**config.mk**
```make
export PLATFORM = sky130hd
export DESIGN_NAME = midi_track_event_parser_top
export DESIGN_NICKNAME = d
export VERILOG_FILES = /design/src/hw/rtl/mtep_pkg.sv /design/src/hw/rtl/midi_track_event_parser_top.sv
export SDC_FILE = /design/constraint.sdc
export NUM_CORES = 1
export LEC_CHECK = 0
export BUFFER_PORTS_ARGS = -buffer_cell sky130_fd_sc_hd__buf_2
export CORE_ASPECT_RATIO = 0.6
export CORE_MARGIN = 4
export CORE_UTILIZATION = 40
export CTS_BUF_LIST = sky130_fd_sc_hd__clkbuf_16
export CTS_CLUSTER_DIAMETER = 60
export CTS_CLUSTER_SIZE = 25
export DETAILED_ROUTE_END_ITERATION = 6
export PLACE_DENSITY = 0.55
export SLEW_MARGIN = 20
export SYNTH_ARGS = -nofsm -noshare
export SYNTH_HDL_FRONTEND = slang
export SYNTH_SLANG_ARGS = --single-unit
export TNS_END_PERCENT = 10
```
**constraint.sdc**
```tcl
create_clock -name aclk -period 5.4 [get_ports aclk]
set_input_delay 0.54 -clock aclk [delete_from_list [all_inputs] [get_ports aclk]]
set_output_delay 0.54 -clock aclk [all_outputs]
set_load 0.01 [all_outputs]
```
**src/hw/rtl/mtep_pkg.sv**
```systemverilog
package mtep_pkg;

    localparam int ACC_W = 28;

    localparam logic [2:0] ROLE_DELTA    = 3'd0;
    localparam logic [2:0] ROLE_STATUS   = 3'd1;
    localparam logic [2:0] ROLE_IMPLICIT = 3'd2;
    localparam logic [2:0] ROLE_MTYPE    = 3'd3;
    localparam logic [2:0] ROLE_LENGTH   = 3'd4;
    localparam logic [2:0] ROLE_DATA     = 3'd5;
    localparam logic [2:0] ROLE_IGNORED  = 3'd6;

    localparam logic [1:0] CLASS_CHANNEL = 2'd0;
    localparam logic [1:0] CLASS_META    = 2'd1;
    localparam logic [1:0] CLASS_SYSEX   = 2'd2;
    localparam logic [1:0] CLASS_NONE    = 2'd3;

    localparam logic [1:0] ERR_NONE    = 2'd0;
    localparam logic [1:0] ERR_STRAY   = 2'd1;
    localparam logic [1:0] ERR_META    = 2'd2;
    localparam logic [1:0] ERR_OVERLONG = 2'd3;

    localparam logic [7:0] STATUS_SYS    = 8'hF0;
    localparam logic [7:0] STATUS_MIN    = 8'h80;
    localparam logic [7:0] STATUS_META   = 8'hFF;
    localparam logic [7:0] SYSEX_END     = 8'hF7;
    localparam logic [3:0] GROUP_PROGRAM = 4'hC;
    localparam logic [3:0] GROUP_PRESS   = 4'hD;

    localparam logic [7:0] META_TEXT_MAX = 8'h09;
    localparam logic [7:0] META_CHAN_PFX = 8'h20;
    localparam logic [7:0] META_PORT     = 8'h21;
    localparam logic [7:0] META_EOT      = 8'h2F;
    localparam logic [7:0] META_TEMPO    = 8'h51;
    localparam logic [7:0] META_SMPTE    = 8'h54;
    localparam logic [7:0] META_TIMESIG  = 8'h58;
    localparam logic [7:0] META_KEYSIG   = 8'h59;
    localparam logic [7:0] META_SEQSPEC  = 8'h7F;

    function automatic logic known_meta(input logic [7:0] t);
        return (t <= META_TEXT_MAX) || (t == META_CHAN_PFX) || (t == META_PORT) ||
               (t == META_EOT) || (t == META_TEMPO) || (t == META_SMPTE) ||
               (t == META_TIMESIG) || (t == META_KEYSIG) || (t == META_SEQSPEC);
    endfunction

    function automatic logic [ACC_W-1:0] channel_len(input logic [7:0] s);
        if ((s[7:4] == GROUP_PROGRAM) || (s[7:4] == GROUP_PRESS)) begin
            return ACC_W'(1);
        end
        return ACC_W'(2);
    endfunction

endpackage

```
**src/hw/rtl/midi_track_event_parser_top.sv**
```systemverilog
// MIDI track event parser.
// Input channel (s_valid/s_ready): one raw track event byte per item, with
// s_track_start high on the first byte of a track; that byte restarts all
// event state, running status and the held error before it is decoded.
// Result channel (m_valid/m_ready): one item per input byte giving the
// byte's role, event class, status in force, meta type, delta time, payload
// length and index, end-of-event flag, held error and a sysex warning.
// m_valid rises in the cycle after acceptance. While m_ready is high, one
// item is taken every cycle: the per-byte state update is a single pass of
// decode logic ahead of the result register, for one byte per cycle.
// The input is taken whenever the result register is empty or is being
// drained in the same cycle; a stalled receiver holds the result and
// back-pressures the input after one item.
// Reset (aresetn low, synchronous) empties the result register and returns
// the parser to waiting for a delta time with no running status.
// MAX_VLQ_BYTES bounds the bytes of a delta or length field.
module midi_track_event_parser_top
    import mtep_pkg::*;
#(
    parameter int MAX_VLQ_BYTES = 4
) (
    input  logic             aclk,
    input  logic             aresetn,
    input  logic             s_valid,
    output logic             s_ready,
    input  logic [7:0]       s_track_byte,
    input  logic             s_track_start,
    output logic             m_valid,
    input  logic             m_ready,
    output logic [2:0]       m_byte_role,
    output logic [1:0]       m_event_class,
    output logic [7:0]       m_effective_status,
    output logic [7:0]       m_meta_kind,
    output logic [ACC_W-1:0] m_delta_ticks,
    output logic [ACC_W-1:0] m_payload_length,
    output logic [ACC_W-1:0] m_payload_index,
    output logic             m_event_done,
    output logic [1:0]       m_error_code,
    output logic             m_casio_warning
);

    localparam int VLQ_W = $clog2(MAX_VLQ_BYTES + 1);
    localparam logic [VLQ_W-1:0] VLQ_MAX = VLQ_W'(MAX_VLQ_BYTES);

    typedef enum logic [2:0] {
        PH_DELTA,
        PH_STATUS,
        PH_MTYPE,
        PH_LENGTH,
        PH_DATA,
        PH_ERROR
    } phase_t;

    phase_t             phase_reg, phase_next, cur_phase;
    logic               running_reg, running_next;
    logic [7:0]         saved_reg, saved_next;
    logic [1:0]         class_reg, class_next;
    logic [7:0]         meta_reg, meta_next;
    logic [ACC_W-1:0]   delta_reg, delta_next;
    logic [ACC_W-1:0]   len_reg, len_next;
    logic [VLQ_W-1:0]   vlq_reg, vlq_next;
    logic [ACC_W-1:0]   dcnt_reg, dcnt_next;
    logic [1:0]         err_reg, err_next;

    logic               m_valid_reg;
    logic [2:0]         role_reg, role_next;
    logic [1:0]         oclass_reg, oclass_next;
    logic [7:0]         ostatus_reg, ostatus_next;
    logic [7:0]         ometa_reg, ometa_next;
    logic [ACC_W-1:0]   odelta_reg, odelta_next;
    logic [ACC_W-1:0]   olen_reg, olen_next;
    logic [ACC_W-1:0]   pidx_reg, pidx_next;
    logic               done_reg, done_next;
    logic [1:0]         oerr_reg, oerr_next;
    logic               warn_reg, warn_next;

    logic [2:0]         role;
    logic               done;
    logic               warn;
    logic [ACC_W-1:0]   pidx;
    logic               s_accept;

    assign s_ready  = !m_valid_reg || m_ready;
    assign s_accept = s_valid && s_ready;

    always_comb begin
        cur_phase    = s_track_start ? PH_DELTA : phase_reg;
        phase_next   = cur_phase;
        running_next = s_track_start ? 1'b0 : running_reg;
        saved_next   = s_track_start ? STATUS_META : saved_reg;
        class_next   = s_track_start ? CLASS_NONE : class_reg;
        meta_next    = s_track_start ? 8'h00 : meta_reg;
        delta_next   = s_track_start ? '0 : delta_reg;
        len_next     = s_track_start ? '0 : len_reg;
        vlq_next     = s_track_start ? '0 : vlq_reg;
        dcnt_next    = s_track_start ? '0 : dcnt_reg;
        err_next     = s_track_start ? ERR_NONE : err_reg;
        role         = ROLE_IGNORED;
        done         = 1'b0;
        warn         = 1'b0;
        pidx         = '0;

        case (cur_phase)
            PH_DELTA: begin
                if (vlq_next == '0) begin
                    delta_next = '0;
                    len_next   = '0;
                    dcnt_next  = '0;
                    class_next = CLASS_NONE;
                    meta_next  = 8'h00;
                end
                role = ROLE_DELTA;
                if (vlq_next >= VLQ_MAX) begin
                    err_next   = ERR_OVERLONG;
                    phase_next = PH_ERROR;
                end else begin
                    delta_next = {delta_next[ACC_W-8:0], s_track_byte[6:0]};
                    vlq_next   = vlq_next + VLQ_W'(1);
                    if (!s_track_byte[7]) begin
                        vlq_next   = '0;
                        phase_next = PH_STATUS;
                    end
                end
            end
            PH_STATUS: begin
                if ((s_track_byte >= STATUS_MIN) && (s_track_byte < STATUS_SYS)) begin
                    saved_next   = s_track_byte;
                    running_next = 1'b1;
                    class_next   = CLASS_CHANNEL;
                    len_next     = channel_len(s_track_byte);
                    dcnt_next    = '0;
                    phase_next   = PH_DATA;
                    role         = ROLE_STATUS;
                end else if (!s_track_byte[7] && running_next) begin
                    class_next = CLASS_CHANNEL;
                    len_next   = channel_len(saved_next);
                    role       = ROLE_IMPLICIT;
                    dcnt_next  = ACC_W'(1);
                    if (len_next == ACC_W'(1)) begin
                        done       = 1'b1;
                        phase_next = PH_DELTA;
                    end else begin
                        phase_next = PH_DATA;
                    end
                end else if (s_track_byte == STATUS_META) begin
                    saved_next   = s_track_byte;
                    running_next = 1'b0;
                    class_next   = CLASS_META;
                    phase_next   = PH_MTYPE;
                    role         = ROLE_STATUS;
                end else if (s_track_byte >= STATUS_SYS) begin
                    saved_next   = s_track_byte;
                    running_next = 1'b0;
                    class_next   = CLASS_SYSEX;
                    vlq_next     = '0;
                    phase_next   = PH_LENGTH;
                    role         = ROLE_STATUS;
                end else begin
                    err_next   = ERR_STRAY;
                    phase_next = PH_ERROR;
                end
            end
            PH_MTYPE: begin
                meta_next = s_track_byte;
                role      = ROLE_MTYPE;
                if (known_meta(s_track_byte)) begin
                    vlq_next   = '0;
                    phase_next = PH_LENGTH;
                end else begin
                    err_next   = ERR_META;
                    phase_next = PH_ERROR;
                end
            end
            PH_LENGTH: begin
                role = ROLE_LENGTH;
                if (vlq_next >= VLQ_MAX) begin
                    err_next   = ERR_OVERLONG;
                    phase_next = PH_ERROR;
                end else begin
                    len_next = {len_next[ACC_W-8:0], s_track_byte[6:0]};
                    vlq_next = vlq_next + VLQ_W'(1);
                    if (!s_track_byte[7]) begin
                        vlq_next  = '0;
                        dcnt_next = '0;
                        if (len_next == '0) begin
                            done       = 1'b1;
                            phase_next = PH_DELTA;
                        end else begin
                            phase_next = PH_DATA;
                        end
                    end
                end
            end
            PH_DATA: begin
                role      = ROLE_DATA;
                pidx      = dcnt_next;
                dcnt_next = dcnt_next + ACC_W'(1);
                if (dcnt_next >= len_next) begin
                    done       = 1'b1;
                    phase_next = PH_DELTA;
                    if ((class_next == CLASS_SYSEX) && (s_track_byte != SYSEX_END)) begin
                        warn = 1'b1;
                    end
                end
            end
            default: begin
                role = ROLE_IGNORED;
            end
        endcase

        if (role == ROLE_IGNORED) begin
            role_next    = ROLE_IGNORED;
            oclass_next  = CLASS_NONE;
            ostatus_next = STATUS_META;
            ometa_next   = 8'h00;
            odelta_next  = '0;
            olen_next    = '0;
            pidx_next    = '0;
            done_next    = 1'b0;
            warn_next    = 1'b0;
        end else begin
            role_next   = role;
            oclass_next = class_next;
            if (class_next == CLASS_NONE) begin
                ostatus_next = running_next ? saved_next : STATUS_META;
            end else begin
                ostatus_next = saved_next;
            end
            ometa_next  = (class_next == CLASS_META) ? meta_next : 8'h00;
            odelta_next = delta_next;
            olen_next   = (class_next == CLASS_NONE) ? '0 : len_next;
            pidx_next   = pidx;
            done_next   = done;
            warn_next   = warn;
        end
        oerr_next = err_next;
    end

    always_ff @(posedge aclk) begin
        if (!aresetn) begin
            phase_reg   <= PH_DELTA;
            running_reg <= 1'b0;
            saved_reg   <= STATUS_META;
            class_reg   <= CLASS_NONE;
            meta_reg    <= 8'h00;
            delta_reg   <= '0;
            len_reg     <= '0;
            vlq_reg     <= '0;
            dcnt_reg    <= '0;
            err_reg     <= ERR_NONE;
            m_valid_reg <= 1'b0;
        end else begin
            if (s_accept) begin
                phase_reg   <= phase_next;
                running_reg <= running_next;
                saved_reg   <= saved_next;
                class_reg   <= class_next;
                meta_reg    <= meta_next;
                delta_reg   <= delta_next;
                len_reg     <= len_next;
                vlq_reg     <= vlq_next;
                dcnt_reg    <= dcnt_next;
                err_reg     <= err_next;
                role_reg    <= role_next;
                oclass_reg  <= oclass_next;
                ostatus_reg <= ostatus_next;
                ometa_reg   <= ometa_next;
                odelta_reg  <= odelta_next;
                olen_reg    <= olen_next;
                pidx_reg    <= pidx_next;
                done_reg    <= done_next;
                oerr_reg    <= oerr_next;
                warn_reg    <= warn_next;
                m_valid_reg <= 1'b1;
            end else if (m_ready) begin
                m_valid_reg <= 1'b0;
            end
        end
    end

    assign m_valid            = m_valid_reg;
    assign m_byte_role        = role_reg;
    assign m_event_class      = oclass_reg;
    assign m_effective_status = ostatus_reg;
    assign m_meta_kind        = ometa_reg;
    assign m_delta_ticks      = odelta_reg;
    assign m_payload_length   = olen_reg;
    assign m_payload_index    = pidx_reg;
    assign m_event_done       = done_reg;
    assign m_error_code       = oerr_reg;
    assign m_casio_warning    = warn_reg;

endmodule

```
### Yosys cells after proc, flatten, opt, wreduce, memory -nomap -nowiden

Cells that the tools add are included.

| storage, ports and cells | value |
|---|---|
| output and inout bits | 111 |
| flip-flop bits (word level) | 221 |
| logic and storage cells | 184 |

| cells by class | value |
|---|---|
| add/subtract/negate cells | 2 |
| bitwise logic cells | 3 |
| muxes and demuxes | 102 |
| magnitude comparators | 6 |
| equal/unequal tests | 23 |
| reduce and logical (&&, ||, !) cells | 27 |

Operators by type and width:

| operator | count |
|---|---|
| $mux W28 | 22 |
| $pmux W28 S4 | 1 |
| $pmux W28 S3 | 1 |
| $mux W8 | 10 |
| $mux W3 | 25 |
| $eq A8 B7 Y1 const B | 5 |
| $pmux W3 S5 | 2 |
| $add A28 B1 Y28 const B | 1 |
| $eq A28 B1 Y1 const B | 1 |
| $ge A28 B28 Y1 | 1 |
| $logic_not A28 Y1 | 1 |
| $mux W2 | 13 |
| $eq A8 B6 Y1 const B | 3 |
| $mux W1 | 23 |
| $eq A4 B4 Y1 const B | 4 |
| $ge A8 B8 Y1 const B | 2 |
| $pmux W8 S2 | 1 |
| $logic_or A1 B1 Y1 | 11 |
| $pmux W3 S3 | 1 |
| $eq A8 B8 Y1 const B | 1 |
| $le A8 B4 Y1 const B | 1 |
| $lt A8 B8 Y1 const B | 1 |
| $ne A8 B8 Y1 const B | 1 |
| $reduce_or A2 Y1 | 4 |
| other kinds (17) | 27 |

### Longest topological paths before layout

Gate-level depths: netlist of run 1.

| logic depth | value |
|---|---|
| depth after elaboration | 16 |
| gate-level depth with buffers | 20 |

### Least setup slack after synthesis of run 1

OpenSTA, ideal clock, no wires.

| timing | value |
|---|---|
| kind | input -> register |
| from | in s_track_start |
| to | reg done_reg (netlist: m_event_done), data pin |
| required time | 5.122 ns |
| stages on the path | 19 |
| library setup time | 0.278 ns |
| slack | 0.809 ns |
| buffers on the path | 6 |
| arrival | 4.312 ns |
| path through | buf_2 buf_2 buf_2 buf_2 buf_1 buf_1 nor2b_1 ha_1 nand3_1 nand4b_1 nor3_1 and4_1 xnor2_1 ha_1 and4_1 a221oi_1 o211ai_1 a21oi_1 o221ai_1 |

| between the ends | value |
|---|---|
| cells in the longest elaborated chain, start to end | 16 |
| elaborated cells between the ends (all ways) | 40 |
| classes of those cells | 1 x add/sub; 2 x order compare; 8 x eq/ne; 25 x mux; 4 x reduce/logical |

RTL lines:

| what | RTL line | source |
|---|---|---|
| start: declaration | midi_track_event_parser_top.sv:27 | `input logic s_track_start,` |
| branches (longest 16 deep; another with $add A28 B1 Y28) | - |  |
| end signal: assignment | midi_track_event_parser_top.sv:271 | `done_reg <= done_next;` |
| end: declaration | midi_track_event_parser_top.sv:73 | `logic done_reg, done_next;` |

Several ways; the timed one is not identified. The select of a mux whose other input is x is not followed.
A chain may end at the register's enable or synchronous reset.

### Worst setup path after layout of run 1

| timing | value |
|---|---|
| from | reg dcnt_reg[0] |
| to | reg done_reg (netlist: m_event_done), data pin |

| between the ends | value |
|---|---|
| cells in the longest elaborated chain, start to end | 5 |

RTL lines:

| what | RTL line | source |
|---|---|---|
| start: declaration | midi_track_event_parser_top.sv:62 | `logic [ACC_W-1:0] dcnt_reg, dcnt_next;` |
| start signal: assignment | midi_track_event_parser_top.sv:262 | `dcnt_reg <= dcnt_next;` |
| $mux W28 | midi_track_event_parser_top.sv:96 | `dcnt_next = s_track_start ? '0 : dcnt_reg;` |
| $add A28 B1 Y28 | midi_track_event_parser_top.sv:197 | `dcnt_next = dcnt_next + ACC_W'(1);` |
| $ge A28 B28 Y1 | midi_track_event_parser_top.sv:198 | `if (dcnt_next >= len_next) begin` |
| $mux W1 | midi_track_event_parser_top.sv:198 |  |
| $pmux W1 S3 | midi_track_event_parser_top.sv:103 | `case (cur_phase)` |

Every way passes these cells.

==> results of run 1 <==
-- per-layer routing --
metal  wire (microns)  vias to the layer above  track usage
li1                 -                     4472            -
met1            17850                     4467       0.3683
met2            12340                      424       0.2646
met3             3366                       26      0.05852
met4              416                        0      0.02942
met5                0                        -            0
-- cell type report --
class	count	area (sq um)	area share
well taps	360	450.4	0.03617
clock buffers	15	375.4	0.03014
flip-flops and latches	221	5515	0.4429
clock inverters	9	80.08	0.006431
repair buffers	139	760.7	0.06109
multi-input cells	859	5181	0.4161
inverters	23	88.84	0.007134
-- per-stage QoR --
step	cell area, sq um	setup slack [ns]	utilization
floorplan	11120	0.8092	-
detailed placement	11990	1.091	0.4460
finish	12450	1.352	0.4633
global placement	11990	1.244	0.4460
CTS	12440	1.411	0.4629
global route	12450	1.073	0.4633
-- logic make-up after synthesis --
logic type	after synthesis	synth area share
DFF	221	0.4959
AOI/OAI and AO/OA	303	0.1825
buffers and inverters	111	0.04084
xor gates and xnor gates	27	0.02126
and+or+nand+nor	482	0.2103
adders and majority gates	31	0.03487
muxes	16	0.01440
-- cells in the mapped netlist, types with 11 or more instances --
| cell type | instances | area share |
|---|---|---|
| sky130_fd_sc_hd__nor2b_1 | 24 | 0.013 |
| sky130_fd_sc_hd__edfxtp_1 | 109 | 0.29 |
| sky130_fd_sc_hd__clkbuf_1 | 64 | 0.022 |
| sky130_fd_sc_hd__o21ai_0 | 54 | 0.024 |
| sky130_fd_sc_hd__xnor2_1 | 23 | 0.018 |
| sky130_fd_sc_hd__nand3_1 | 27 | 0.012 |
| sky130_fd_sc_hd__inv_1 | 21 | 0.0071 |
| sky130_fd_sc_hd__nand2b_1 | 14 | 0.0079 |
| sky130_fd_sc_hd__nand2_1 | 93 | 0.031 |
| sky130_fd_sc_hd__nor3_1 | 22 | 0.0099 |
| sky130_fd_sc_hd__and3_1 | 46 | 0.026 |
| sky130_fd_sc_hd__a22oi_1 | 88 | 0.059 |
| sky130_fd_sc_hd__ha_1 | 31 | 0.035 |
| sky130_fd_sc_hd__mux2i_1 | 16 | 0.014 |
| sky130_fd_sc_hd__buf_2 | 12 | 0.0054 |
| sky130_fd_sc_hd__a21oi_1 | 78 | 0.035 |
| sky130_fd_sc_hd__nor2_1 | 184 | 0.062 |
| sky130_fd_sc_hd__dfxtp_1 | 112 | 0.20 |
| sky130_fd_sc_hd__nand4_1 | 11 | 0.0062 |
-- how the worst max path moves through the flow --
stage / startpoint / to
after floorplan: s_track_start / m_event_done
after global placement: s_track_start / m_event_done
after detailed placement: s_track_start / m_event_done
after CTS: dcnt_reg[0] / m_event_done
after global routing: dcnt_reg[0] / m_event_done
final: dcnt_reg[0] / m_event_done
-- worst max-delay path, cell delays in order (launching register included) --
cell and delay [ns]:
sky130_fd_sc_hd__dfxtp_1 0.50, sky130_fd_sc_hd__and4_1 0.24, sky130_fd_sc_hd__nand4_1 0.39, sky130_fd_sc_hd__nor3_1 0.57, sky130_fd_sc_hd__nand3_1 0.22, sky130_fd_sc_hd__xor2_1 0.18, sky130_fd_sc_hd__nor2_1 0.16, sky130_fd_sc_hd__ha_1 0.28
sky130_fd_sc_hd__a21o_1 0.19, sky130_fd_sc_hd__a221o_1 0.32, sky130_fd_sc_hd__a21oi_1 0.17, sky130_fd_sc_hd__o211ai_1 0.12, sky130_fd_sc_hd__a21oi_1 0.29, sky130_fd_sc_hd__o221ai_1 0.15
-- placed cells by master, fill, tap and decap left out, types with 6 or more instances in the layout --
master and instances:
sky130_fd_sc_hd__nor2b_1 24, sky130_fd_sc_hd__nand2_1 93, sky130_fd_sc_hd__buf_4 14, sky130_fd_sc_hd__and2_1 6, sky130_fd_sc_hd__o211ai_1 7, sky130_fd_sc_hd__buf_2 123, sky130_fd_sc_hd__dfxtp_1 112, sky130_fd_sc_hd__mux2i_1 16
sky130_fd_sc_hd__nand4_1 11, sky130_fd_sc_hd__nand2b_1 14, sky130_fd_sc_hd__xnor2_1 23, sky130_fd_sc_hd__edfxtp_1 109, sky130_fd_sc_hd__nand3_1 27, sky130_fd_sc_hd__inv_1 23, sky130_fd_sc_hd__a22oi_1 88, sky130_fd_sc_hd__a21oi_1 78
sky130_fd_sc_hd__nor4_1 9, sky130_fd_sc_hd__a221oi_1 6, sky130_fd_sc_hd__a31oi_1 6, sky130_fd_sc_hd__nor3_1 19, sky130_fd_sc_hd__ha_1 31, sky130_fd_sc_hd__clkbuf_16 15, sky130_fd_sc_hd__o22ai_1 10, sky130_fd_sc_hd__and3_1 46
sky130_fd_sc_hd__o21ai_0 53, sky130_fd_sc_hd__nor2_2 9, sky130_fd_sc_hd__a211oi_1 6, sky130_fd_sc_hd__or3_1 9, sky130_fd_sc_hd__nor2_1 183
-- power groups by stage --
stage / clock [uW] / sequential (uW) / combinational, uW
floorplan: 0 / 1870 / 181
global placement: 0 / 1850 / 300
detailed placement: 0 / 1850 / 302
CTS: 1200 / 1820 / 302
global route: 1260 / 1820 / 332
finish: 1160 / 1820 / 305
==> metrics.txt, run 1 <==
# TYPE chip_impl_metric gauge
chip_impl_metric{name="fin_total_pwr",unit="uW"} 3284
chip_impl_metric{name="n_antenna_cell",unit=""} 0
chip_impl_metric{name="die_height",unit="microns"} 137.2
chip_impl_metric{name="layout-area-overhead-vs-synth",unit="%"} 11.96
chip_impl_metric{name="timing.critical_path.required",unit="ns"} 5.61
chip_impl_metric{name="clkSinkCount",unit=""} 221
chip_impl_metric{name="hpwl",unit="microns"} 23250
chip_impl_metric{name="worst_skew_pair.late_latency",unit="ns"} 0.49
chip_impl_metric{name="die-area",unit="sq um"} 30620
chip_impl_metric{name="hold-worst-slack",unit="ns"} 0.3180
chip_impl_metric{name="syn_area_per_cell",unit="sq um"} 9.338
chip_impl_metric{name="max-clock-path-buffers",unit=""} 3
chip_impl_metric{name="antenna_violations_before_repair",unit=""} 0
chip_impl_metric{name="dr.pass1.iters",unit=""} 6
chip_impl_metric{name="slew_headroom",unit=""} 0.3522
chip_impl_metric{name="placed_cells_incl_taps",unit=""} 1602
chip_impl_info{name="critical_path.reg2reg.endpoint",value="m_event_done"} 1
chip_impl_metric{name="netSwitchingPower",unit="uW"} 873.5
chip_impl_metric{name="cell_internal_pwr",unit="uW"} 2411
chip_impl_metric{name="power_frac_clock",unit=""} 0.354
chip_impl_metric{name="timing.final.hold_violations",unit=""} 0
chip_impl_metric{name="grt_pass1_wl",unit="microns"} 52580
chip_impl_metric{name="fillerInstances",unit=""} 2643
chip_impl_info{name="worstHoldStart",value="s_valid"} 1
chip_impl_metric{name="dieWidth",unit="microns"} 223.3
chip_impl_metric{name="yosys_register_bits",unit=""} 221
chip_impl_metric{name="postSynth.asyncResetShare",unit=""} 0
chip_impl_metric{name="cts_hold_buf",unit=""} 0
chip_impl_metric{name="final_cell_count_no_fill",unit=""} 1626
chip_impl_metric{name="share_of_cells_above_drive_strength_1",unit=""} 0.1532
chip_impl_metric{name="cts_resized",unit=""} 0
chip_impl_metric{name="grt_remaining_overflow",unit=""} 0
chip_impl_metric{name="min_period_over_period",unit=""} 0.7496
chip_impl_info{name="crit_end_category",value="flop"} 1
chip_impl_metric{name="critical_path_arrival",unit="ns"} 4.26
chip_impl_metric{name="period_needed",unit="ns"} 4.048
chip_impl_metric{name="vdd.ir_drop.worst",unit="V"} 0.0001369
chip_impl_metric{name="detail_route.drc_violations",unit=""} 0
chip_impl_metric{name="row_count",unit=""} 46
chip_impl_metric{name="yosysSeqAreaShare",unit=""} 0.4959
chip_impl_metric{name="cts_made_buffers",unit=""} 15
chip_impl_metric{name="number_of_instances_in_the_synthesized_netlist",unit=""} 1191
chip_impl_metric{name="static-leakage-power",unit="uW"} 0.004493
chip_impl_metric{name="worst_setup_hold_path_clk_slew",unit="ns"} 0.11
chip_impl_metric{name="slew_violations",unit=""} 0
chip_impl_metric{name="routed_via_density",unit=""} 5.774
chip_impl_metric{name="core-area",unit="sq um"} 26880
chip_impl_metric{name="drt-wirelength-per-cell",unit="microns"} 20.89
chip_impl_metric{name="finClkSkew",unit="ns"} 0.02229
chip_impl_metric{name="path_max_fanout",unit=""} 11
chip_impl_metric{name="setup_viol",unit=""} 0
chip_impl_metric{name="dr_total_vias",unit=""} 9389
chip_impl_metric{name="seq_power_share",unit=""} 0.553
chip_impl_metric{name="detail_route.iter0.violations",unit=""} 1060
chip_impl_info{name="rsz0062_at_grt",value="no"} 1
chip_impl_info{name="start_kind",value="flop"} 1
chip_impl_metric{name="synth.distinct_cells",unit=""} 74
chip_impl_metric{name="pwrdens",unit="nW/um^2"} 263.8
chip_impl_metric{name="grt_util_all_layers",unit=""} 0.2161
chip_impl_metric{name="floorplan.initialDensity",unit=""} 0.4138
chip_impl_metric{name="postRouteAntennaNets",unit=""} 0
chip_impl_info{name="worst_r2r_startpoint",value="dcnt_reg[0]"} 1
chip_impl_metric{name="yosysWarnings",unit=""} 0
chip_impl_metric{name="timing.setup.tns",unit="ns"} 0
chip_impl_metric{name="place_congestion",unit=""} 0.9035
chip_impl_metric{name="cts_max_level",unit=""} 1
chip_impl_metric{name="clock.fmax",unit="MHz"} 247.1
chip_impl_metric{name="synth_enable_flop_cells",unit=""} 109
chip_impl_metric{name="buffer_ports.inserted",unit=""} 123
chip_impl_metric{name="postCtsSetupBuffers",unit=""} 0
chip_impl_info{name="synth-main-ff-cell",value="sky130_fd_sc_hd__dfxtp_1"} 1
chip_impl_info{name="hold_path.class",value="primary input to flop"} 1
chip_impl_metric{name="tightest_slew",unit="ns"} 0.9686
chip_impl_metric{name="worstHoldPathCells",unit=""} 3
chip_impl_metric{name="synth_area",unit="sq um"} 11120
chip_impl_metric{name="internal_reg_to_reg_setup_slack",unit="ns"} 1.35
chip_impl_info{name="status",value="completed"} 1
chip_impl_metric{name="cap_violations",unit=""} 0
chip_impl_metric{name="finalWirelength",unit="microns"} 33970
chip_impl_info{name="hold_path_end",value="m_valid"} 1
chip_impl_metric{name="number_of_global_route_vias_before_repair",unit=""} 8771
chip_impl_metric{name="r2r.worst_path.cells",unit=""} 13
chip_impl_metric{name="p_sw_frac",unit=""} 0.2660
chip_impl_info{name="clockRootBuffer",value="sky130_fd_sc_hd__clkbuf_16"} 1
chip_impl_metric{name="synth_fp_nets",unit=""} 1235
chip_impl_metric{name="final_net_count",unit=""} 1303
chip_impl_info{name="cts_tree",value="done"} 1
chip_impl_metric{name="pin_count_of_the_biggest_net_entering_global_routing",unit=""} 96
chip_impl_metric{name="io_pins",unit=""} 124
chip_impl_metric{name="share_comb_of_total_power",unit=""} 0.093
chip_impl_info{name="path_class",value="flop to flop"} 1
No activity file was read; power rests on OpenSTA's default activity.
==> run 2: changes to the inputs <==
--- a/config.mk
+++ b/config.mk
@@ -13,7 +13,7 @@
 export CTS_CLUSTER_DIAMETER = 60
 export CTS_CLUSTER_SIZE = 25
 export DETAILED_ROUTE_END_ITERATION = 6
-export PLACE_DENSITY = 0.55
+export PLACE_DENSITY = 0.57
 export SLEW_MARGIN = 20
 export SYNTH_ARGS = -nofsm -noshare
 export SYNTH_HDL_FRONTEND = slang
==> constraint.sdc (replaced) <==
create_clock -name aclk -period 3.5 [get_ports aclk]
set_input_delay 0.35 -clock aclk [delete_from_list [all_inputs] [get_ports aclk]]
set_output_delay 0.35 -clock aclk [all_outputs]
set_load 0.01 [all_outputs]
==> run 2 against run 1 <==
Net effect:
- total power rose by 56%
- critical endpoint unchanged
- worst setup slack worse by 1.2 ns
- worst hold slack worse by 0.21 ns
- combinational power up 65%
- critical path depth grew 1
- sequential cell count unchanged
- clock-buffer cell count unchanged
- fmax up 20%
==> metrics.txt, run 2 (same netlist as run 1, synthesis figures left out) <==
# TYPE chip_impl_metric gauge
chip_impl_info{name="status",value="completed"} 1
chip_impl_info{name="worstHoldStart",value="s_valid"} 1
chip_impl_metric{name="worst_skew_pair.late_latency",unit="ns"} 0.51
chip_impl_metric{name="fin_total_pwr",unit="uW"} 5134
chip_impl_metric{name="timing.final.hold_violations",unit=""} 0
chip_impl_metric{name="cts_made_buffers",unit=""} 15
chip_impl_metric{name="setup_viol",unit=""} 0
chip_impl_metric{name="seq_power_share",unit=""} 0.545
chip_impl_metric{name="io_pins",unit=""} 124
chip_impl_info{name="leading_cell_type_in_the_layout_fill_and_taps_excluded",value="sky130_fd_sc_hd__nor2_1"} 1
chip_impl_metric{name="detail_route.iter0.violations",unit=""} 1078
chip_impl_info{name="crit_end_category",value="flop"} 1
chip_impl_metric{name="internal_reg_to_reg_setup_slack",unit="ns"} 0.13
chip_impl_metric{name="power_frac_clock",unit=""} 0.357
chip_impl_metric{name="number_of_global_route_vias_before_repair",unit=""} 8865
chip_impl_metric{name="pwrdens",unit="nW/um^2"} 389.6
chip_impl_metric{name="critical_path_arrival",unit="ns"} 3.63
chip_impl_metric{name="tightest_slew",unit="ns"} 0.8969
chip_impl_metric{name="worstHoldPathCells",unit=""} 3
chip_impl_metric{name="detail_route.drc_violations",unit=""} 0
chip_impl_metric{name="clkSinkCount",unit=""} 221
chip_impl_info{name="critical_path.reg2reg.endpoint",value="m_event_done"} 1
chip_impl_metric{name="r2r.worst_path.cells",unit=""} 14
chip_impl_metric{name="period_needed",unit="ns"} 3.371
chip_impl_metric{name="path_max_fanout",unit=""} 4
chip_impl_metric{name="stdcell_area",unit="sq um"} 13180
chip_impl_info{name="start_kind",value="flop"} 1
chip_impl_metric{name="pin_count_of_the_biggest_net_entering_global_routing",unit=""} 64
chip_impl_metric{name="place_congestion",unit=""} 0.9336
chip_impl_metric{name="finClkSkew",unit="ns"} 0.02613
chip_impl_metric{name="critPathMaxStageDelay",unit="ns"} 0.40
chip_impl_metric{name="grt_pass1_wl",unit="microns"} 54170
chip_impl_metric{name="die-area",unit="sq um"} 30620
chip_impl_metric{name="cts_hold_buf",unit=""} 0
chip_impl_metric{name="cell_internal_pwr",unit="uW"} 3743
chip_impl_metric{name="finalWirelength",unit="microns"} 35410
chip_impl_info{name="clockRootBuffer",value="sky130_fd_sc_hd__clkbuf_16"} 1
chip_impl_metric{name="layout-area-overhead-vs-synth",unit="%"} 18.49
chip_impl_metric{name="n_antenna_cell",unit=""} 0
chip_impl_info{name="most-common-layout-cells",value="sky130_fd_sc_hd__nor2_1, sky130_fd_sc_hd__buf_2, sky130_fd_sc_hd__dfxtp_1, sky130_fd_sc_hd__edfxtp_1, sky130_fd_sc_hd__nand2_1"} 1
chip_impl_info{name="crit_path_top_delay_cell",value="sky130_fd_sc_hd__or3_4"} 1
chip_impl_metric{name="clock.fmax",unit="MHz"} 296.6
chip_impl_metric{name="netSwitchingPower",unit="uW"} 1391
chip_impl_metric{name="hpwl",unit="microns"} 24610
chip_impl_metric{name="postRouteAntennaNets",unit=""} 0
chip_impl_metric{name="dr.pass1.iters",unit=""} 6
chip_impl_metric{name="dieWidth",unit="microns"} 223.3
chip_impl_info{name="critical_path.cell_chain",value="and4b_1 > nand4_1 > or3_4 > nor3b_4 > xnor2_1 > nor2_1 > ha_1 > and2_0 > a221o_1 > a21oi_2 > o211ai_1 > a21oi_1 > buf_4 > o221ai_1"} 1
chip_impl_metric{name="cts_max_level",unit=""} 1
chip_impl_metric{name="p_sw_frac",unit=""} 0.2710
chip_impl_info{name="worst_r2r_startpoint",value="dcnt_reg[13]"} 1
chip_impl_info{name="path_class",value="flop to flop"} 1
chip_impl_metric{name="grt_remaining_overflow",unit=""} 0
chip_impl_metric{name="core-area",unit="sq um"} 26880
chip_impl_info{name="cts_tree",value="done"} 1
chip_impl_metric{name="die_height",unit="microns"} 137.2
chip_impl_metric{name="final_net_count",unit=""} 1382
chip_impl_metric{name="row_count",unit=""} 46
chip_impl_metric{name="worst_setup_hold_path_clk_slew",unit="ns"} 0.11
chip_impl_metric{name="drt-wirelength-per-cell",unit="microns"} 20.76
chip_impl_metric{name="timing.setup.tns",unit="ns"} 0
chip_impl_metric{name="placed_cells_incl_taps",unit=""} 1675
chip_impl_metric{name="antenna_violations_before_repair",unit=""} 0
chip_impl_metric{name="buffer_ports.inserted",unit=""} 123
chip_impl_metric{name="final_cell_count_no_fill",unit=""} 1706
chip_impl_metric{name="share_of_cells_above_drive_strength_1",unit=""} 0.2169
chip_impl_info{name="hold_path.class",value="primary input to flop"} 1
chip_impl_metric{name="cap_violations",unit=""} 0
chip_impl_metric{name="min_period_over_period",unit=""} 0.9632
chip_impl_metric{name="slew_violations",unit=""} 0
chip_impl_metric{name="floorplan.initialDensity",unit=""} 0.4138
chip_impl_metric{name="dr_total_vias",unit=""} 9774
chip_impl_metric{name="routed_via_density",unit=""} 5.729
chip_impl_metric{name="postPlaceCellArea",unit="sq um"} 12580
chip_impl_metric{name="max-clock-path-buffers",unit=""} 3
chip_impl_metric{name="share_comb_of_total_power",unit=""} 0.098
chip_impl_metric{name="grt_util_all_layers",unit=""} 0.2245
chip_impl_metric{name="timing.critical_path.required",unit="ns"} 3.76
chip_impl_metric{name="vdd.ir_drop.worst",unit="V"} 0.0002611
chip_impl_info{name="hold_path_end",value="m_valid"} 1
chip_impl_metric{name="slew_headroom",unit=""} 0.4021
chip_impl_metric{name="static-leakage-power",unit="uW"} 0.004983
## run 2: worst max path at each step
stage	from	end	slack, ns	depth (start not counted)
2_1_floorplan	s_track_start	m_event_done	-0.38	19
6_report	dcnt_reg[13]	m_event_done	0.13	14
5_1_grt	dcnt_reg[0]	m_event_done	-0.03	17
3_5_place_dp	s_track_start	m_casio_warning	-0.13	18
3_3_place_gp	s_track_start	m_event_done	-0.01	17
4_1_cts	dcnt_reg[0]	m_casio_warning	0.09	16
## run 2: through the flow
step                hold WS (ns)  setup slack (ns)  utilization
global placement          0.4534          -0.01254       0.4681
detailed placement        0.4561           -0.1284       0.4681
CTS                      0.09668           0.08990       0.4854
global route              0.1250          -0.02555       0.4903
finish                    0.1122            0.1288       0.4903
floorplan                 0.4302           -0.3825            -
## run 2: cell type report
class	instances	area (sq um)
clock buffers	15	375.4
clock inverters	10	91.34
fillers	2537	13700
inverters	23	90.09
multi-input cells	859	5280
flip-flops and latches	221	5522
well taps	360	450.4
repair buffers	218	1370
## run 2: repair_timing
action | in CTS | in global routing
setup endpoints to repair | 0 | 3
setup buffers | 0 | 6
resized for setup | 0 | 19
## run 2: routing by layer
layer	up-vias	part of all wire	global-route usage	wire, microns
met5	-	0	0	0
met4	0	0.0087	0.02668	308
met3	28	0.10	0.05852	3600
met2	433	0.36	0.2719	12660
met1	4675	0.53	0.3879	18840
li1	4638	-	-	-
## run 2: power groups by stage
| stage | clock, uW | sequential [uW] | combinational [uW] |
|---|---|---|---|
| after floorplan | 0 | 2880 | 287 |
| after global placement | 0 | 2860 | 491 |
| after detailed placement | 0 | 2860 | 493 |
| after CTS | 1860 | 2800 | 494 |
| after global routing | 1970 | 2810 | 543 |
| final | 1830 | 2800 | 503 |
## run 2: worst max-delay path: cells and delay by family (launching register included)
family / cells / cell delay [ns]
AO/OA/AOI/OAI: 5 / 0.81
XOR/XNOR: 1 / 0.16
adder cells (fa/ha/maj): 1 / 0.29
buffers and inverters: 1 / 0.17
flip-flops: 1 / 0.35
AND/OR/NAND/NOR: 6 / 1.35
==> run 3: changes to the inputs <==
==> constraint.sdc (replaced) <==
create_clock -name aclk -period 3.5 [get_ports aclk]
set_input_delay 0.7 -clock aclk [delete_from_list [all_inputs] [get_ports aclk]]
set_output_delay 0.7 -clock aclk [all_outputs]
set_load 0.01 [all_outputs]
==> run 3 against run 2 <==
Net effect:
- sequential cell count did not move
- die area did not move
- sequential power barely moved
==> metrics.txt, run 3 (same netlist as run 1, synthesis figures left out) <==
# TYPE chip_impl_metric gauge
chip_impl_info{name="status",value="completed"} 1
chip_impl_metric{name="placed_cells_incl_taps",unit=""} 1700
chip_impl_metric{name="slew_headroom",unit=""} 0.4179
chip_impl_metric{name="final_cell_count_no_fill",unit=""} 1735
chip_impl_metric{name="cts_max_level",unit=""} 1
chip_impl_metric{name="n_antenna_cell",unit=""} 0
chip_impl_metric{name="grt_remaining_overflow",unit=""} 0
chip_impl_metric{name="tightest_slew",unit="ns"} 0.8711
chip_impl_metric{name="place_congestion",unit=""} 0.9164
chip_impl_metric{name="static-leakage-power",unit="uW"} 0.005114
chip_impl_metric{name="routed_via_density",unit=""} 5.706
chip_impl_metric{name="finalWirelength",unit="microns"} 35570
chip_impl_metric{name="setup_viol",unit=""} 0
chip_impl_metric{name="period_needed",unit="ns"} 3.490
chip_impl_info{name="most-common-layout-cells",value="sky130_fd_sc_hd__nor2_1, sky130_fd_sc_hd__buf_2, sky130_fd_sc_hd__buf_4, sky130_fd_sc_hd__dfxtp_1, sky130_fd_sc_hd__edfxtp_1"} 1
chip_impl_metric{name="finClkSkew",unit="ns"} 0.02474
chip_impl_metric{name="grt_util_all_layers",unit=""} 0.2263
chip_impl_metric{name="number_of_global_route_vias_before_repair",unit=""} 9215
chip_impl_info{name="leading_cell_type_in_the_layout_fill_and_taps_excluded",value="sky130_fd_sc_hd__nor2_1"} 1
chip_impl_metric{name="grt_pass1_wl",unit="microns"} 54810
chip_impl_metric{name="timing.setup.tns",unit="ns"} 0
chip_impl_metric{name="worst_skew_pair.late_latency",unit="ns"} 0.52
chip_impl_metric{name="die_height",unit="microns"} 137.2
chip_impl_metric{name="core-area",unit="sq um"} 26880
chip_impl_metric{name="vdd.ir_drop.worst",unit="V"} 0.0002431
chip_impl_metric{name="postPlaceCellArea",unit="sq um"} 12790
chip_impl_metric{name="timing.critical_path.required",unit="ns"} 3.74
chip_impl_info{name="hold_path.class",value="primary input to flop"} 1
chip_impl_metric{name="drt-wirelength-per-cell",unit="microns"} 20.50
chip_impl_metric{name="final_net_count",unit=""} 1410
chip_impl_metric{name="layout-area-overhead-vs-synth",unit="%"} 20.55
chip_impl_metric{name="min_period_over_period",unit=""} 0.9972
chip_impl_info{name="clockRootBuffer",value="sky130_fd_sc_hd__clkbuf_16"} 1
chip_impl_metric{name="dr_total_vias",unit=""} 9900
chip_impl_metric{name="worst_setup_hold_path_clk_slew",unit="ns"} 0.10
chip_impl_metric{name="io_pins",unit=""} 124
chip_impl_metric{name="timing.final.hold_violations",unit=""} 0
chip_impl_metric{name="detail_route.iter0.violations",unit=""} 1172
chip_impl_metric{name="dr.pass1.iters",unit=""} 5
chip_impl_metric{name="clkSinkCount",unit=""} 221
chip_impl_metric{name="antenna_violations_before_repair",unit=""} 0
chip_impl_info{name="start_kind",value="primary input"} 1
chip_impl_info{name="rsz0062_at_grt",value="yes"} 1
chip_impl_metric{name="row_count",unit=""} 46
chip_impl_metric{name="postRouteAntennaNets",unit=""} 0
chip_impl_metric{name="pwrdens",unit="nW/um^2"} 386.4
chip_impl_metric{name="floorplan.initialDensity",unit=""} 0.4138
chip_impl_info{name="crit_end_category",value="flop"} 1
chip_impl_metric{name="pin_count_of_the_biggest_net_entering_global_routing",unit=""} 50
chip_impl_info{name="path_class",value="primary input to flop"} 1
chip_impl_metric{name="cap_violations",unit=""} 0
chip_impl_metric{name="dieWidth",unit="microns"} 223.3
chip_impl_metric{name="detail_route.drc_violations",unit=""} 0
chip_impl_metric{name="path_max_fanout",unit=""} 9
chip_impl_info{name="cts_tree",value="done"} 1
chip_impl_metric{name="slew_violations",unit=""} 0
chip_impl_metric{name="buffer_ports.inserted",unit=""} 123
chip_impl_metric{name="clock.fmax",unit="MHz"} 286.5
chip_impl_metric{name="fillerInstances",unit=""} 2555
chip_impl_metric{name="share_of_cells_above_drive_strength_1",unit=""} 0.2356
chip_impl_metric{name="critical_path_arrival",unit="ns"} 3.73
chip_impl_metric{name="stdcell_area",unit="sq um"} 13410
chip_impl_metric{name="hpwl",unit="microns"} 25180
chip_impl_metric{name="cts_made_buffers",unit=""} 15
chip_impl_metric{name="max-clock-path-buffers",unit=""} 3
chip_impl_metric{name="fin_total_pwr",unit="uW"} 5181
chip_impl_metric{name="die-area",unit="sq um"} 30620
## run 3: changes by cell type in the layout (fill, tap and decap cells not counted), moves of 2 or more
| cell | before | now |
|---|---|---|
| sky130_fd_sc_hd__inv_1 | 23 | 21 |
| sky130_fd_sc_hd__inv_6 | 0 | 3 |
| sky130_fd_sc_hd__buf_4 | 91 | 118 |
| sky130_fd_sc_hd__inv_8 | 2 | 0 |
| sky130_fd_sc_hd__nor4_4 | 2 | 0 |
## run 3: what timing repair did
action | 4_1_cts | 5_1_grt
gates cloned | 0 | 0
gates resized for setup | 1 | 15
endpoints found under the setup margin | 1 | 3
buffers inserted | 0 | 9
pin swaps | 0 | 14
hold buffers | 0 | 0
## run 3: final timing paths
| path | startpoint | end | slack, ns | depth (start not counted) |
|---|---|---|---|---|
| setup / recovery | s_track_start | m_event_done | 0.01 | 14 |
| hold / removal | s_valid | m_valid | 0.45 | 3 |
| setup reg to reg | dcnt_reg[0] | m_event_done | 0.04 | 13 |
| hold reg to reg | vlq_reg[1] | vlq_reg[1] | 0.47 | 2 |
## run 3: routing by layer
metal,wire length [microns],track usage
met2,13010,0.2819
met1,18970,0.3893
met4,471,0.03729
met3,3116,0.04544
met5,0,0
## run 3: through the flow
stage                     setup slack, ns  hold WS, ns  utilization
after floorplan                   -0.7325       0.4302            -
after global placement            -0.4405       0.4547       0.4759
after detailed placement          -0.5719       0.4598       0.4759
after CTS                         0.06306       0.4238       0.4941
after global routing             -0.02234       0.4289       0.4988
final                            0.009923       0.4496       0.4988
## run 3: cell type report
type / instances / area (sq um) / area share
tap: 360 / 450.4 / 0.03359
timing repair buffer: 246 / 1595 / 0.1190
multi-input combinational: 859 / 5266 / 0.3928
clock buffer: 15 / 375.4 / 0.02800
inverter: 23 / 90.09 / 0.006719
clock inverter: 11 / 110.1 / 0.008212
sequential: 221 / 5520 / 0.4117
## run 3: power breakdown
| part | leakage, uW | switching (uW) | internal [uW] |
|---|---|---|---|
| Sequential | 0.00191 | 32.7 | 2770 |
| Clock | 0.000241 | 1020 | 841 |
| Combinational | 0.00296 | 358 | 161 |
| Total | 0.00511 | 1410 | 3770 |
## run 3: worst max-delay path, stage by stage
cell,delay [ns]
sky130_fd_sc_hd__clkbuf_4,0.18
sky130_fd_sc_hd__and4b_1,0.31
sky130_fd_sc_hd__nand4_1,0.21
sky130_fd_sc_hd__or3_4,0.41
sky130_fd_sc_hd__nor3b_4,0.24
sky130_fd_sc_hd__xnor2_1,0.11
sky130_fd_sc_hd__nor2_1,0.20
sky130_fd_sc_hd__ha_1,0.28
sky130_fd_sc_hd__and2_4,0.16
sky130_fd_sc_hd__a221o_1,0.30
sky130_fd_sc_hd__a21oi_1,0.13
sky130_fd_sc_hd__o211ai_1,0.12
sky130_fd_sc_hd__a21oi_2,0.22
sky130_fd_sc_hd__o221ai_1,0.13
